`src/design/assert_macros.svh`:
```
`ifndef ASSERT_MACROS_SVH
`define ASSERT_MACROS_SVH

// Check a condition at every clock edge outside reset.
`define ASSERT_ALWAYS(lbl, clk, rstn, prop) \
    lbl: assert property (@(posedge clk) disable iff (!rstn) (prop)) \
        else $error("assertion failed");

// Check that a condition holds in the cycle after a trigger.
`define ASSERT_NEXT(lbl, clk, rstn, ante, cons) \
    lbl: assert property (@(posedge clk) disable iff (!rstn) (ante) |=> (cons)) \
        else $error("assertion failed");

`endif

```
`src/design/gmd_pkg.sv`:
```
`timescale 1ns / 1ps
`default_nettype none

package gmd_pkg;

    localparam int MAX_ROWS_DEF = 8;
    localparam int MAX_COLS_DEF = 8;

    localparam int ROW_W = 3;
    localparam int COL_W = 3;
    localparam int DIM_W = 4;
    localparam int DATA_W = 32;
    localparam int PADDR_W = 3;

    localparam logic [DIM_W-1:0] DIM_RESET = 4'd8;

    typedef enum logic [0:0] {
        REG_ROWS = 1'b0,
        REG_COLS = 1'b1
    } reg_idx_t;

    typedef enum logic [3:0] {
        ST_IDLE,
        ST_SCAN,
        ST_POP,
        ST_POP_WAIT,
        ST_VIS_WAIT,
        ST_EMIT,
        ST_NB_REQ,
        ST_NB_WAIT,
        ST_FLUSH
    } state_t;

    typedef enum logic [1:0] {
        NB_RIGHT = 2'd0,
        NB_DOWN  = 2'd1,
        NB_UP    = 2'd2,
        NB_LEFT  = 2'd3
    } nb_dir_t;

endpackage

`default_nettype wire

```
`src/design/gmd_cell_if.sv`:
```
`timescale 1ns / 1ps
`default_nettype none

interface gmd_cell_if;
    logic                      valid;
    logic                      ready;
    logic [gmd_pkg::ROW_W-1:0] cell_row;
    logic [gmd_pkg::COL_W-1:0] cell_col;
    logic                      cell_open;
    logic                      start_search;

    modport source (output valid, cell_row, cell_col, cell_open, start_search, input ready);
    modport sink   (input valid, cell_row, cell_col, cell_open, start_search, output ready);
endinterface

`default_nettype wire

```
`src/design/gmd_visit_if.sv`:
```
`timescale 1ns / 1ps
`default_nettype none

interface gmd_visit_if;
    logic                      valid;
    logic                      ready;
    logic [gmd_pkg::ROW_W-1:0] visit_row;
    logic [gmd_pkg::COL_W-1:0] visit_col;
    logic                      goal_reached;
    logic                      no_open_cell;
    logic                      last_visit;

    modport source (output valid, visit_row, visit_col, goal_reached, no_open_cell,
                    last_visit, input ready);
    modport sink   (input valid, visit_row, visit_col, goal_reached, no_open_cell,
                    last_visit, output ready);
endinterface

`default_nettype wire

```
`src/design/grid_maze_dfs_core.sv`:
```
// Loading: one cell transaction per cycle while idle, no result; input is held off during a search.
// Search: a sweep over every open-map entry, then per popped stack entry the states POP, POP_WAIT and
// VIS_WAIT, plus EMIT for a new visit and NB_REQ (and NB_WAIT when in grid) per neighbor probe (one open-map port).
// The first result leaves after the sweep when there is no open cell, and after the first emit when the
// start cell is the goal; otherwise a visit leaves once the next visit or the run end is known.
// rst_n (async, low) clears control state; registers reset to 8, maps are not cleared.
`timescale 1ns / 1ps
`default_nettype none
`include "assert_macros.svh"

module grid_maze_dfs_core #(
    parameter int MAX_ROWS = gmd_pkg::MAX_ROWS_DEF,
    parameter int MAX_COLS = gmd_pkg::MAX_COLS_DEF
) (
    input  wire logic                        clk,
    input  wire logic                        rst_n,
    gmd_cell_if.sink                         in_ch,
    gmd_visit_if.source                      out_ch,
    input  wire logic                        psel,
    input  wire logic                        penable,
    input  wire logic                        pwrite,
    input  wire logic [gmd_pkg::PADDR_W-1:0] paddr,
    input  wire logic [gmd_pkg::DATA_W-1:0]  pwdata,
    output logic      [gmd_pkg::DATA_W-1:0]  prdata,
    output logic                             pready
);

    // Maps are addressed by {row, col}; MAX_ROWS and MAX_COLS bound the used area and size the stack
    localparam int CELL_COUNT  = MAX_ROWS * MAX_COLS;
    localparam int STACK_DEPTH = CELL_COUNT * 4 + 1;
    localparam int IDX_W       = gmd_pkg::ROW_W + gmd_pkg::COL_W;
    localparam int MAP_DEPTH   = 1 << IDX_W;
    localparam int SC_W        = $clog2(MAP_DEPTH + 1);
    localparam int SA_W        = $clog2(STACK_DEPTH);
    localparam int SP_W        = $clog2(STACK_DEPTH + 1);
    localparam int DIM_W       = gmd_pkg::DIM_W;

    // Configuration registers
    logic [DIM_W-1:0] rows_reg, cols_reg;
    logic             cfg_wr;

    assign pready = 1'b1;
    assign cfg_wr = psel && penable && pwrite;

    always_ff @(posedge clk or negedge rst_n)
    begin
        if (!rst_n)
        begin
            rows_reg <= gmd_pkg::DIM_RESET;
            cols_reg <= gmd_pkg::DIM_RESET;
        end
        else if (cfg_wr)
        begin
            unique case (gmd_pkg::reg_idx_t'(paddr[2]))
                gmd_pkg::REG_ROWS: rows_reg <= pwdata[DIM_W-1:0];
                gmd_pkg::REG_COLS: cols_reg <= pwdata[DIM_W-1:0];
                default:           rows_reg <= rows_reg;
            endcase
        end
    end

    always_comb
    begin
        prdata = '0;
        unique case (gmd_pkg::reg_idx_t'(paddr[2]))
            gmd_pkg::REG_ROWS: prdata[DIM_W-1:0] = rows_reg;
            gmd_pkg::REG_COLS: prdata[DIM_W-1:0] = cols_reg;
            default:           prdata = '0;
        endcase
    end

    // Clamp the used area to [2, max]
    logic [DIM_W-1:0] nr, nc;
    assign nr = (rows_reg < DIM_W'(2)) ? DIM_W'(2) :
                (rows_reg > DIM_W'(MAX_ROWS)) ? DIM_W'(MAX_ROWS) : rows_reg;
    assign nc = (cols_reg < DIM_W'(2)) ? DIM_W'(2) :
                (cols_reg > DIM_W'(MAX_COLS)) ? DIM_W'(MAX_COLS) : cols_reg;

    // Control and payload registers
    gmd_pkg::state_t  state_reg, state_next;
    gmd_pkg::nb_dir_t nb_reg, nb_next;
    logic [SP_W-1:0]  sp_reg, sp_next;
    logic [SC_W-1:0]  scan_reg, scan_next;
    logic             found_reg, found_next;
    logic [IDX_W-1:0] start_reg, start_next;
    logic [IDX_W-1:0] v_reg, v_next;
    logic [IDX_W-1:0] nb_idx_reg, nb_idx_next;
    logic             pend_valid_reg, pend_valid_next;
    logic [DIM_W-1:0] pend_row_reg, pend_row_next;
    logic [DIM_W-1:0] pend_col_reg, pend_col_next;
    logic             pend_goal_reg, pend_goal_next;
    logic             pend_none_reg, pend_none_next;
    logic             out_valid_reg, out_valid_next;
    logic [DIM_W-1:0] out_row_reg, out_row_next;
    logic [DIM_W-1:0] out_col_reg, out_col_next;
    logic             out_goal_reg, out_goal_next;
    logic             out_none_reg, out_none_next;
    logic             out_last_reg, out_last_next;

    // Memory ports
    logic             open_we, open_wdata, open_rdata;
    logic [IDX_W-1:0] open_waddr, open_raddr;
    logic             vis_we, vis_wdata, vis_rdata;
    logic [IDX_W-1:0] vis_waddr;
    logic             stk_we;
    logic [SA_W-1:0]  stk_waddr, stk_raddr;
    logic [IDX_W-1:0] stk_wdata, stk_rdata;

    gmd_ram #(.WIDTH(1), .DEPTH(MAP_DEPTH)) u_open_map (
        .clk(clk), .we(open_we), .waddr(open_waddr), .wdata(open_wdata),
        .raddr(open_raddr), .rdata(open_rdata)
    );

    gmd_ram #(.WIDTH(1), .DEPTH(MAP_DEPTH)) u_visited_map (
        .clk(clk), .we(vis_we), .waddr(vis_waddr), .wdata(vis_wdata),
        .raddr(stk_rdata), .rdata(vis_rdata)
    );

    gmd_ram #(.WIDTH(IDX_W), .DEPTH(STACK_DEPTH)) u_cell_stack (
        .clk(clk), .we(stk_we), .waddr(stk_waddr), .wdata(stk_wdata),
        .raddr(stk_raddr), .rdata(stk_rdata)
    );

    // Coordinates of the visited cell and of the cell checked by the sweep
    logic [IDX_W-1:0] scan_addr;
    logic [DIM_W-1:0] v_row, v_col, sa_row, sa_col;
    assign scan_addr = scan_reg[IDX_W-1:0] - IDX_W'(1);
    assign v_row  = DIM_W'(v_reg[IDX_W-1:gmd_pkg::COL_W]);
    assign v_col  = DIM_W'(v_reg[gmd_pkg::COL_W-1:0]);
    assign sa_row = DIM_W'(scan_addr[IDX_W-1:gmd_pkg::COL_W]);
    assign sa_col = DIM_W'(scan_addr[gmd_pkg::COL_W-1:0]);

    // Neighbor candidate for the current probe
    logic [DIM_W-1:0] nb_row, nb_col;
    logic             nb_ok;
    always_comb
    begin
        nb_row = v_row;
        nb_col = v_col;
        nb_ok  = 1'b1;
        unique case (nb_reg)
            gmd_pkg::NB_RIGHT: nb_col = v_col + DIM_W'(1);
            gmd_pkg::NB_DOWN:  nb_row = v_row + DIM_W'(1);
            gmd_pkg::NB_UP:
            begin
                nb_row = v_row - DIM_W'(1);
                nb_ok  = (v_row != '0);
            end
            gmd_pkg::NB_LEFT:
            begin
                nb_col = v_col - DIM_W'(1);
                nb_ok  = (v_col != '0);
            end
            default: nb_ok = 1'b0;
        endcase
        nb_ok = nb_ok && (nb_row < nr) && (nb_col < nc);
    end

    logic in_fire, slot_free, cell_in_grid;
    assign in_ch.ready  = (state_reg == gmd_pkg::ST_IDLE);
    assign in_fire      = in_ch.valid && in_ch.ready;
    assign slot_free    = !out_valid_reg || out_ch.ready;
    assign cell_in_grid = ({1'b0, in_ch.cell_row} < DIM_W'(MAX_ROWS)) &&
                          ({1'b0, in_ch.cell_col} < DIM_W'(MAX_COLS));

    always_comb
    begin
        state_next      = state_reg;
        nb_next         = nb_reg;
        sp_next         = sp_reg;
        scan_next       = scan_reg;
        found_next      = found_reg;
        start_next      = start_reg;
        v_next          = v_reg;
        nb_idx_next     = nb_idx_reg;
        pend_valid_next = pend_valid_reg;
        pend_row_next   = pend_row_reg;
        pend_col_next   = pend_col_reg;
        pend_goal_next  = pend_goal_reg;
        pend_none_next  = pend_none_reg;
        out_valid_next  = out_valid_reg && !out_ch.ready;
        out_row_next    = out_row_reg;
        out_col_next    = out_col_reg;
        out_goal_next   = out_goal_reg;
        out_none_next   = out_none_reg;
        out_last_next   = out_last_reg;

        open_we    = 1'b0;
        open_waddr = {in_ch.cell_row, in_ch.cell_col};
        open_wdata = in_ch.cell_open;
        open_raddr = '0;
        vis_we     = 1'b0;
        vis_waddr  = scan_reg[IDX_W-1:0];
        vis_wdata  = 1'b0;
        stk_we     = 1'b0;
        stk_waddr  = sp_reg[SA_W-1:0];
        stk_wdata  = nb_idx_reg;
        stk_raddr  = SA_W'(sp_reg - SP_W'(1));

        unique case (state_reg)
            gmd_pkg::ST_IDLE:
            begin
                // Store an in-grid cell; the start transaction opens a search
                if (in_fire)
                begin
                    open_we = cell_in_grid;
                    if (in_ch.start_search)
                    begin
                        scan_next  = '0;
                        found_next = 1'b0;
                        state_next = gmd_pkg::ST_SCAN;
                    end
                end
            end
            gmd_pkg::ST_SCAN:
            begin
                // Clear visited and look for the first open used cell
                if (scan_reg < SC_W'(MAP_DEPTH))
                begin
                    open_raddr = scan_reg[IDX_W-1:0];
                    vis_we     = 1'b1;
                    scan_next  = scan_reg + SC_W'(1);
                end
                if (scan_reg != '0 && !found_reg && open_rdata &&
                    sa_row < nr && sa_col < nc)
                begin
                    found_next = 1'b1;
                    start_next = scan_addr;
                end
                if (scan_reg == SC_W'(MAP_DEPTH))
                begin
                    if (found_next)
                    begin
                        stk_we     = 1'b1;
                        stk_waddr  = '0;
                        stk_wdata  = start_next;
                        sp_next    = SP_W'(1);
                        state_next = gmd_pkg::ST_POP;
                    end
                    else
                    begin
                        pend_valid_next = 1'b1;
                        pend_row_next   = '0;
                        pend_col_next   = '0;
                        pend_goal_next  = 1'b0;
                        pend_none_next  = 1'b1;
                        state_next      = gmd_pkg::ST_FLUSH;
                    end
                end
            end
            gmd_pkg::ST_POP:
            begin
                if (sp_reg == '0)
                begin
                    state_next = gmd_pkg::ST_FLUSH;
                end
                else
                begin
                    sp_next    = sp_reg - SP_W'(1);
                    state_next = gmd_pkg::ST_POP_WAIT;
                end
            end
            gmd_pkg::ST_POP_WAIT:
            begin
                // Stack data is out; visited read at the same address
                v_next     = stk_rdata;
                state_next = gmd_pkg::ST_VIS_WAIT;
            end
            gmd_pkg::ST_VIS_WAIT:
            begin
                if (vis_rdata)
                begin
                    state_next = gmd_pkg::ST_POP;
                end
                else
                begin
                    vis_we     = 1'b1;
                    vis_waddr  = v_reg;
                    vis_wdata  = 1'b1;
                    state_next = gmd_pkg::ST_EMIT;
                end
            end
            gmd_pkg::ST_EMIT:
            begin
                // Hold the newest visit back until it is known whether it ends the run
                if (!pend_valid_reg || slot_free)
                begin
                    if (pend_valid_reg)
                    begin
                        out_valid_next = 1'b1;
                        out_row_next   = pend_row_reg;
                        out_col_next   = pend_col_reg;
                        out_goal_next  = pend_goal_reg;
                        out_none_next  = pend_none_reg;
                        out_last_next  = 1'b0;
                    end
                    pend_valid_next = 1'b1;
                    pend_row_next   = v_row;
                    pend_col_next   = v_col;
                    pend_goal_next  = (v_row == nr - DIM_W'(1));
                    pend_none_next  = 1'b0;
                    nb_next         = gmd_pkg::NB_RIGHT;
                    state_next      = pend_goal_next ? gmd_pkg::ST_FLUSH : gmd_pkg::ST_NB_REQ;
                end
            end
            gmd_pkg::ST_NB_REQ:
            begin
                nb_idx_next = {nb_row[gmd_pkg::ROW_W-1:0], nb_col[gmd_pkg::COL_W-1:0]};
                open_raddr  = nb_idx_next;
                if (nb_ok)
                begin
                    state_next = gmd_pkg::ST_NB_WAIT;
                end
                else if (nb_reg == gmd_pkg::NB_LEFT)
                begin
                    state_next = gmd_pkg::ST_POP;
                end
                else
                begin
                    nb_next = gmd_pkg::nb_dir_t'(nb_reg + 2'd1);
                end
            end
            gmd_pkg::ST_NB_WAIT:
            begin
                // Push an open neighbor while the stack has room
                if (open_rdata && sp_reg < SP_W'(STACK_DEPTH))
                begin
                    stk_we  = 1'b1;
                    sp_next = sp_reg + SP_W'(1);
                end
                if (nb_reg == gmd_pkg::NB_LEFT)
                begin
                    state_next = gmd_pkg::ST_POP;
                end
                else
                begin
                    nb_next    = gmd_pkg::nb_dir_t'(nb_reg + 2'd1);
                    state_next = gmd_pkg::ST_NB_REQ;
                end
            end
            gmd_pkg::ST_FLUSH:
            begin
                if (slot_free)
                begin
                    out_valid_next  = 1'b1;
                    out_row_next    = pend_row_reg;
                    out_col_next    = pend_col_reg;
                    out_goal_next   = pend_goal_reg;
                    out_none_next   = pend_none_reg;
                    out_last_next   = 1'b1;
                    pend_valid_next = 1'b0;
                    state_next      = gmd_pkg::ST_IDLE;
                end
            end
            default: state_next = gmd_pkg::ST_IDLE;
        endcase
    end

    always_ff @(posedge clk or negedge rst_n)
    begin
        if (!rst_n)
        begin
            state_reg      <= gmd_pkg::ST_IDLE;
            nb_reg         <= gmd_pkg::NB_RIGHT;
            sp_reg         <= '0;
            scan_reg       <= '0;
            found_reg      <= 1'b0;
            pend_valid_reg <= 1'b0;
            out_valid_reg  <= 1'b0;
        end
        else
        begin
            state_reg      <= state_next;
            nb_reg         <= nb_next;
            sp_reg         <= sp_next;
            scan_reg       <= scan_next;
            found_reg      <= found_next;
            pend_valid_reg <= pend_valid_next;
            out_valid_reg  <= out_valid_next;
        end
    end

    always_ff @(posedge clk)
    begin
        start_reg     <= start_next;
        v_reg         <= v_next;
        nb_idx_reg    <= nb_idx_next;
        pend_row_reg  <= pend_row_next;
        pend_col_reg  <= pend_col_next;
        pend_goal_reg <= pend_goal_next;
        pend_none_reg <= pend_none_next;
        out_row_reg   <= out_row_next;
        out_col_reg   <= out_col_next;
        out_goal_reg  <= out_goal_next;
        out_none_reg  <= out_none_next;
        out_last_reg  <= out_last_next;
    end

    assign out_ch.valid        = out_valid_reg;
    assign out_ch.visit_row    = out_row_reg[gmd_pkg::ROW_W-1:0];
    assign out_ch.visit_col    = out_col_reg[gmd_pkg::COL_W-1:0];
    assign out_ch.goal_reached = out_goal_reg;
    assign out_ch.no_open_cell = out_none_reg;
    assign out_ch.last_visit   = out_last_reg;

    `ASSERT_ALWAYS(a_sp_bound, clk, rst_n, sp_reg <= SP_W'(STACK_DEPTH))
    `ASSERT_NEXT(a_seed_push, clk, rst_n,
        state_reg == gmd_pkg::ST_SCAN && state_next == gmd_pkg::ST_POP, sp_reg == SP_W'(1))
    `ASSERT_ALWAYS(a_none_last, clk, rst_n,
        !(out_valid_reg && out_none_reg) || out_last_reg)
    `ASSERT_ALWAYS(a_flush_pending, clk, rst_n,
        state_reg != gmd_pkg::ST_FLUSH || pend_valid_reg)

endmodule

`default_nettype wire

```
`src/design/gmd_ram.sv`:
```
`timescale 1ns / 1ps
`default_nettype none

module gmd_ram #(
    parameter int WIDTH = 1,
    parameter int DEPTH = 64,
    localparam int ADDR_W = (DEPTH > 1) ? $clog2(DEPTH) : 1
) (
    input  wire logic              clk,
    input  wire logic              we,
    input  wire logic [ADDR_W-1:0] waddr,
    input  wire logic [WIDTH-1:0]  wdata,
    input  wire logic [ADDR_W-1:0] raddr,
    output logic      [WIDTH-1:0]  rdata
);

    logic [WIDTH-1:0] mem [DEPTH];

    always_ff @(posedge clk)
    begin
        if (we)
        begin
            mem[waddr] <= wdata;
        end
        rdata <= mem[raddr];
    end

endmodule

`default_nettype wire
```
`src/flat_wrapper.sv`:
```
// flat-port wrapper written by rule: the top's interface ports become plain ports
module grid_maze_dfs_core_flat 
#(
    parameter int MAX_ROWS = gmd_pkg::MAX_ROWS_DEF,
    parameter int MAX_COLS = gmd_pkg::MAX_COLS_DEF
)
  (clk, rst_n, psel, penable, pwrite, paddr, pwdata, prdata, pready, in_ch_valid, in_ch_cell_row, in_ch_cell_col, in_ch_cell_open, in_ch_start_search, in_ch_ready, out_ch_valid, out_ch_visit_row, out_ch_visit_col, out_ch_goal_reached, out_ch_no_open_cell, out_ch_last_visit, out_ch_ready);
  gmd_cell_if in_ch_i ();
  gmd_visit_if out_ch_i ();
  input  wire logic clk;
  input  wire logic rst_n;
  input  wire logic psel;
  input  wire logic penable;
  input  wire logic pwrite;
  input  wire logic [gmd_pkg::PADDR_W-1:0] paddr;
  input  wire logic [gmd_pkg::DATA_W-1:0] pwdata;
  output logic      [gmd_pkg::DATA_W-1:0] prdata;
  output logic pready;
  input wire logic [$bits(in_ch_i.valid)-1:0] in_ch_valid;
  input wire logic [$bits(in_ch_i.cell_row)-1:0] in_ch_cell_row;
  input wire logic [$bits(in_ch_i.cell_col)-1:0] in_ch_cell_col;
  input wire logic [$bits(in_ch_i.cell_open)-1:0] in_ch_cell_open;
  input wire logic [$bits(in_ch_i.start_search)-1:0] in_ch_start_search;
  output wire logic [$bits(in_ch_i.ready)-1:0] in_ch_ready;
  output wire logic [$bits(out_ch_i.valid)-1:0] out_ch_valid;
  output wire logic [$bits(out_ch_i.visit_row)-1:0] out_ch_visit_row;
  output wire logic [$bits(out_ch_i.visit_col)-1:0] out_ch_visit_col;
  output wire logic [$bits(out_ch_i.goal_reached)-1:0] out_ch_goal_reached;
  output wire logic [$bits(out_ch_i.no_open_cell)-1:0] out_ch_no_open_cell;
  output wire logic [$bits(out_ch_i.last_visit)-1:0] out_ch_last_visit;
  input wire logic [$bits(out_ch_i.ready)-1:0] out_ch_ready;
  assign in_ch_i.valid = in_ch_valid;
  assign in_ch_i.cell_row = in_ch_cell_row;
  assign in_ch_i.cell_col = in_ch_cell_col;
  assign in_ch_i.cell_open = in_ch_cell_open;
  assign in_ch_i.start_search = in_ch_start_search;
  assign in_ch_ready = in_ch_i.ready;
  assign out_ch_valid = out_ch_i.valid;
  assign out_ch_visit_row = out_ch_i.visit_row;
  assign out_ch_visit_col = out_ch_i.visit_col;
  assign out_ch_goal_reached = out_ch_i.goal_reached;
  assign out_ch_no_open_cell = out_ch_i.no_open_cell;
  assign out_ch_last_visit = out_ch_i.last_visit;
  assign out_ch_i.ready = out_ch_ready;
  grid_maze_dfs_core #(.MAX_ROWS(MAX_ROWS), .MAX_COLS(MAX_COLS)) u_core (.clk(clk), .rst_n(rst_n), .in_ch(in_ch_i), .out_ch(out_ch_i), .psel(psel), .penable(penable), .pwrite(pwrite), .paddr(paddr), .pwdata(pwdata), .prdata(prdata), .pready(pready));
endmodule
```
`config.mk`:
```
export PLATFORM = sky130hd
export DESIGN_NAME = grid_maze_dfs_core_flat
export DESIGN_NICKNAME = d
export VERILOG_FILES = /design/src/design/gmd_pkg.sv /design/src/design/gmd_cell_if.sv /design/src/design/gmd_visit_if.sv /design/src/design/grid_maze_dfs_core.sv /design/src/design/gmd_ram.sv /design/src/flat_wrapper.sv
export VERILOG_INCLUDE_DIRS = /design/src /design/src/design
export SDC_FILE = /design/constraint.sdc
export NUM_CORES = 2
export LEC_CHECK = 0
export ABC_AREA = 1
export BUFFER_PORTS_ARGS = -buffer_cell sky130_fd_sc_hd__buf_4
export CORE_AREA = 2 2 369 371
export CTS_BUF_LIST = sky130_fd_sc_hd__clkbuf_2 sky130_fd_sc_hd__clkbuf_4 sky130_fd_sc_hd__clkbuf_8
export CTS_CLUSTER_DIAMETER = 200
export DETAILED_ROUTE_END_ITERATION = 8
export DIE_AREA = 0 0 371 373
export GPL_ROUTABILITY_DRIVEN = 0
export MAX_ROUTING_LAYER = met4
export PLACE_DENSITY = 0.74
export SETUP_SLACK_MARGIN = 0.15
export SKIP_LAST_GASP = 1
export SLEW_MARGIN = 20
export SYNTH_ARGS = -nofsm -noshare
export SYNTH_HDL_FRONTEND = slang
export SYNTH_SLANG_ARGS = --single-unit
```
`constraint.sdc`:
```
create_clock -name clk -period 7.6 [get_ports clk]
set_input_delay 1.52 -clock clk [delete_from_list [all_inputs] [get_ports clk]]
set_output_delay 1.52 -clock clk [all_outputs]
set_load 0.005 [all_outputs]
```
==> results.yml <==
outcome:
  outcome: "complete, no violations"
clock_tree:
  cts_resized: 0
  clk_latency_ps: 1000
  clkTransAtPathRegs_ps: 60
  cts_max_path_buffers: 4
  tritoncts: "done"
  cts_root_buffer: "clkbuf_8"
  cts_buffers: 285
  h-tree-depth: 5
  postCtsHoldBufs: 0
  postCtsSetupRepairBufs: 0
  cts_sinks: 1746
global_routing:
  grt.overflow.total: 0
  grt_pass1_wl_um: 274000
  grt_max_degree: 229
  grt_pass1_vias: 48026
  grtUsageTotal_pct: 26.6
  grt_antenna_before_repair: 2
worst_setup_path:
  r2r_slack_ps: 2110
  slowest_stage: "buf_4"
  path_delay_family: "buffers and inverters"
  crit_buf_inv: 3
  worstReg2RegStart: "u_core.sp_reg[0]$_DFFE_PN0P_"
  cp_cell_sequence: "inv_8 > ha_4 > inv_8 > buf_4 > nand3_1 > nand3_1 > nand3_1 > nand2_1 > a21oi_1 > nand2_1 > nand3_1 > nand3_1 > nand2_1 > nand2_1 > nand2_1"
  path_max_fanout: 159
  reg2reg_depth: 15
  required_ps: 8460
  critPathKind: "flop to flop"
  critPathMaxStageDelay_ps: 940
  reg2reg_to: "u_core.u_cell_stack.rdata[1]$_DFF_P_"
  worstSetupStartpointType: "flop"
  cp_data_arrival_time_ps: 6340
  end_kind: "flop"
timing:
  final-hold-violation-count: 0
  setup_tns_ps: 0
  period_minus_slack_ps: 5490
  skew_ps: 69.4
  max_slew_margin_pct: 17.0
  min_period_over_period_pct: 72.2
  setup_viol: 0
  timing.hold.ws_ps: 415
  worst_slew_pin_slew_ps: 1240
  rsz0062_at_grt: "no"
  fmax_mhz: 182
  slew_viol_final: 0
routing:
  wire_per_inst_um: 21.3
  drtIter0Drc: 6126
  wl_um: 180000
  firstDrtPassIters: 8
  via_count: 49639
  vias_per_cell: 5.86
  remaining_drc_errors: 0
  antenna_left: 0
synthesis:
  synth_enable_flop_cells: 1705
  synthFlopType: "edfxtp_1"
  ys_warn_count: 0
  synth_top_cell_by_area: "edfxtp_1"
  yosysTopAreaCellShare_pct: 69.7
  ys_ff_latch: 1746
  syn_area_um2: 73400
  yosysSeqAreaShare_pct: 71.1
  synth.avg_cell_area_um2: 11.2
  synth_cell_types: 51
  synth_area_leaders: "edfxtp_1 70%, nand3_1 8.8%, nand2_1 8.1%"
  synthArstFlopShare_pct: 1.89
  syn_inst: 6528
place:
  place_hpwl_um: 101000
  place.port_buffers: 34
  dpl-instance-area_um2: 74900
  dp.cells: 8004
cells_and_area:
  final_common_cell: "edfxtp_1"
  nets: 6585
  design_area_um2: 80100
  reg_top3: "u_core.u_cell_stack.mem (1542), u_core.u_open_map.mem (64), u_core.u_visited_map.mem (64)"
  mostFrequentLayoutCells: "1705 x edfxtp_1, 1577 x nand2_1, 1293 x nand3_1, 743 x nor2_1, 294 x clkbuf_8"
  top_register: "u_core.u_cell_stack.mem"
  fin_util_pct: 59.5
  drive_gt1_share_pct: 8.39
  final_cells: 8473
  syn_to_final_growth_pct: 9.08
  largest_reg_flops: 1542
  fillers: 10343
die:
  initial_utilization_pct: 54.5
  num_rows: 135
  die_h_um: 373
  ios: 94
  die_area_um2: 138000
  coreArea_um2: 135000
  die_x_um: 371
pwr:
  p_sw_mw: 12.9
  power_frac_clock_pct: 24.6
  seqPwrFrac_pct: 34.8
  p_int_mw: 18.0
  powerDensity_nw_per_um2: 386
  p_sw_share_pct: 41.7
  irDropWorstVdd_mv: 0.351
  leakage_nw: 28.1
  power_frac_comb_pct: 40.5
worst_hold_path:
  min_path_type: "flop to flop"
  hold_depth: 0
  hp-start: "u_core.pend_col_reg[0]$_SDFFCE_PN0P_"
  hold_path_end: "u_core.out_col_reg[0]$_DFFE_PP_"
job:
  drv_cap: 0
## final cells by class
cell class / instances / area, um^2 / area share (%)
sequential: 1746 / 52200 / 65.2
multi-input combinational: 4199 / 18900 / 23.6
clock buffer: 384 / 4720 / 5.90
tap: 1781 / 2230 / 2.78
timing repair buffer: 93 / 885 / 1.10
inverter: 185 / 712 / 0.889
clock inverter: 83 / 444 / 0.555
antenna: 2 / 5.00 / 0.00625
## cells by family after synthesis
kind of cell	after synthesis	synth area share, %
adders and majority gates	25	0.446
buffers and inverters	610	3.51
AOI/OAI and AO/OA	456	3.55
xor gates and xnor gates	17	0.203
and+or+nand+nor	3672	21.2
DFF	1746	71.1
other	2	0.0102
## worst max-delay path by stage
stage,startpoint,to,slack [ps],cells past startpoint
finish,u_core.sp_reg[0]$_DFFE_PN0P_,u_core.u_cell_stack.rdata[1]$_DFF_P_,2110,15
global route,u_core.sp_reg[0]$_DFFE_PN0P_,u_core.u_cell_stack.rdata[2]$_DFF_P_,1900,15
global placement,u_core.sp_reg[0]$_DFFE_PN0P_,u_core.u_cell_stack.rdata[1]$_DFF_P_,2320,15
floorplan,u_core.scan_reg[2]$_DFFE_PN0P_,u_core.u_cell_stack.mem[0][3]$_DFFE_PP_,1550,16
CTS,u_core.sp_reg[0]$_DFFE_PN0P_,u_core.u_cell_stack.rdata[1]$_DFF_P_,2270,15
detailed placement,u_core.sp_reg[0]$_DFFE_PN0P_,u_core.u_cell_stack.rdata[1]$_DFF_P_,2260,15
## layer usage
metal | track usage, % | vias to the layer above | routed length (um)
met5 | - | - | 0
met4 | 10.6 | 0 | 6410
met3 | 5.99 | 415 | 19000
li1 | - | 22832 | -
met1 | 34.5 | 23799 | 69700
met2 | 40.7 | 2593 | 85000
## synth_stat cells (all sizes together) (4+ instances only)
library cell / count
nor2: 751
dfrtp: 31
nand3: 1302
dfxtp: 8
xor2: 11
a21oi: 63
edfxtp: 1705
o21ai: 272
clkbuf: 226
o22ai: 22
o211ai: 77
o21a: 4
ha: 23
nand4: 10
nor3: 9
inv: 183
nand2: 1591
a31oi: 4
xnor2: 6
buf: 199
## power by group through the flow
stage | registers [mW] | logic [mW] | clock network, mW
after global routing | 10.8 | 13.6 | 8.09
final | 10.8 | 12.5 | 7.61
after floorplan | 10.8 | 8.39 | 0
after global placement | 11.0 | 12.0 | 0
after detailed placement | 11.0 | 12.2 | 0
after CTS | 10.8 | 12.3 | 7.68
## per-stage QoR
stage               setup WS, ps  power (mW)
floorplan                   1550        19.2
finish                      2110        30.9
global route                1900        32.4
detailed placement          2260        23.2
CTS                         2270        30.7
global placement            2320        23.0
No activity file was read; power rests on OpenSTA's default activity.
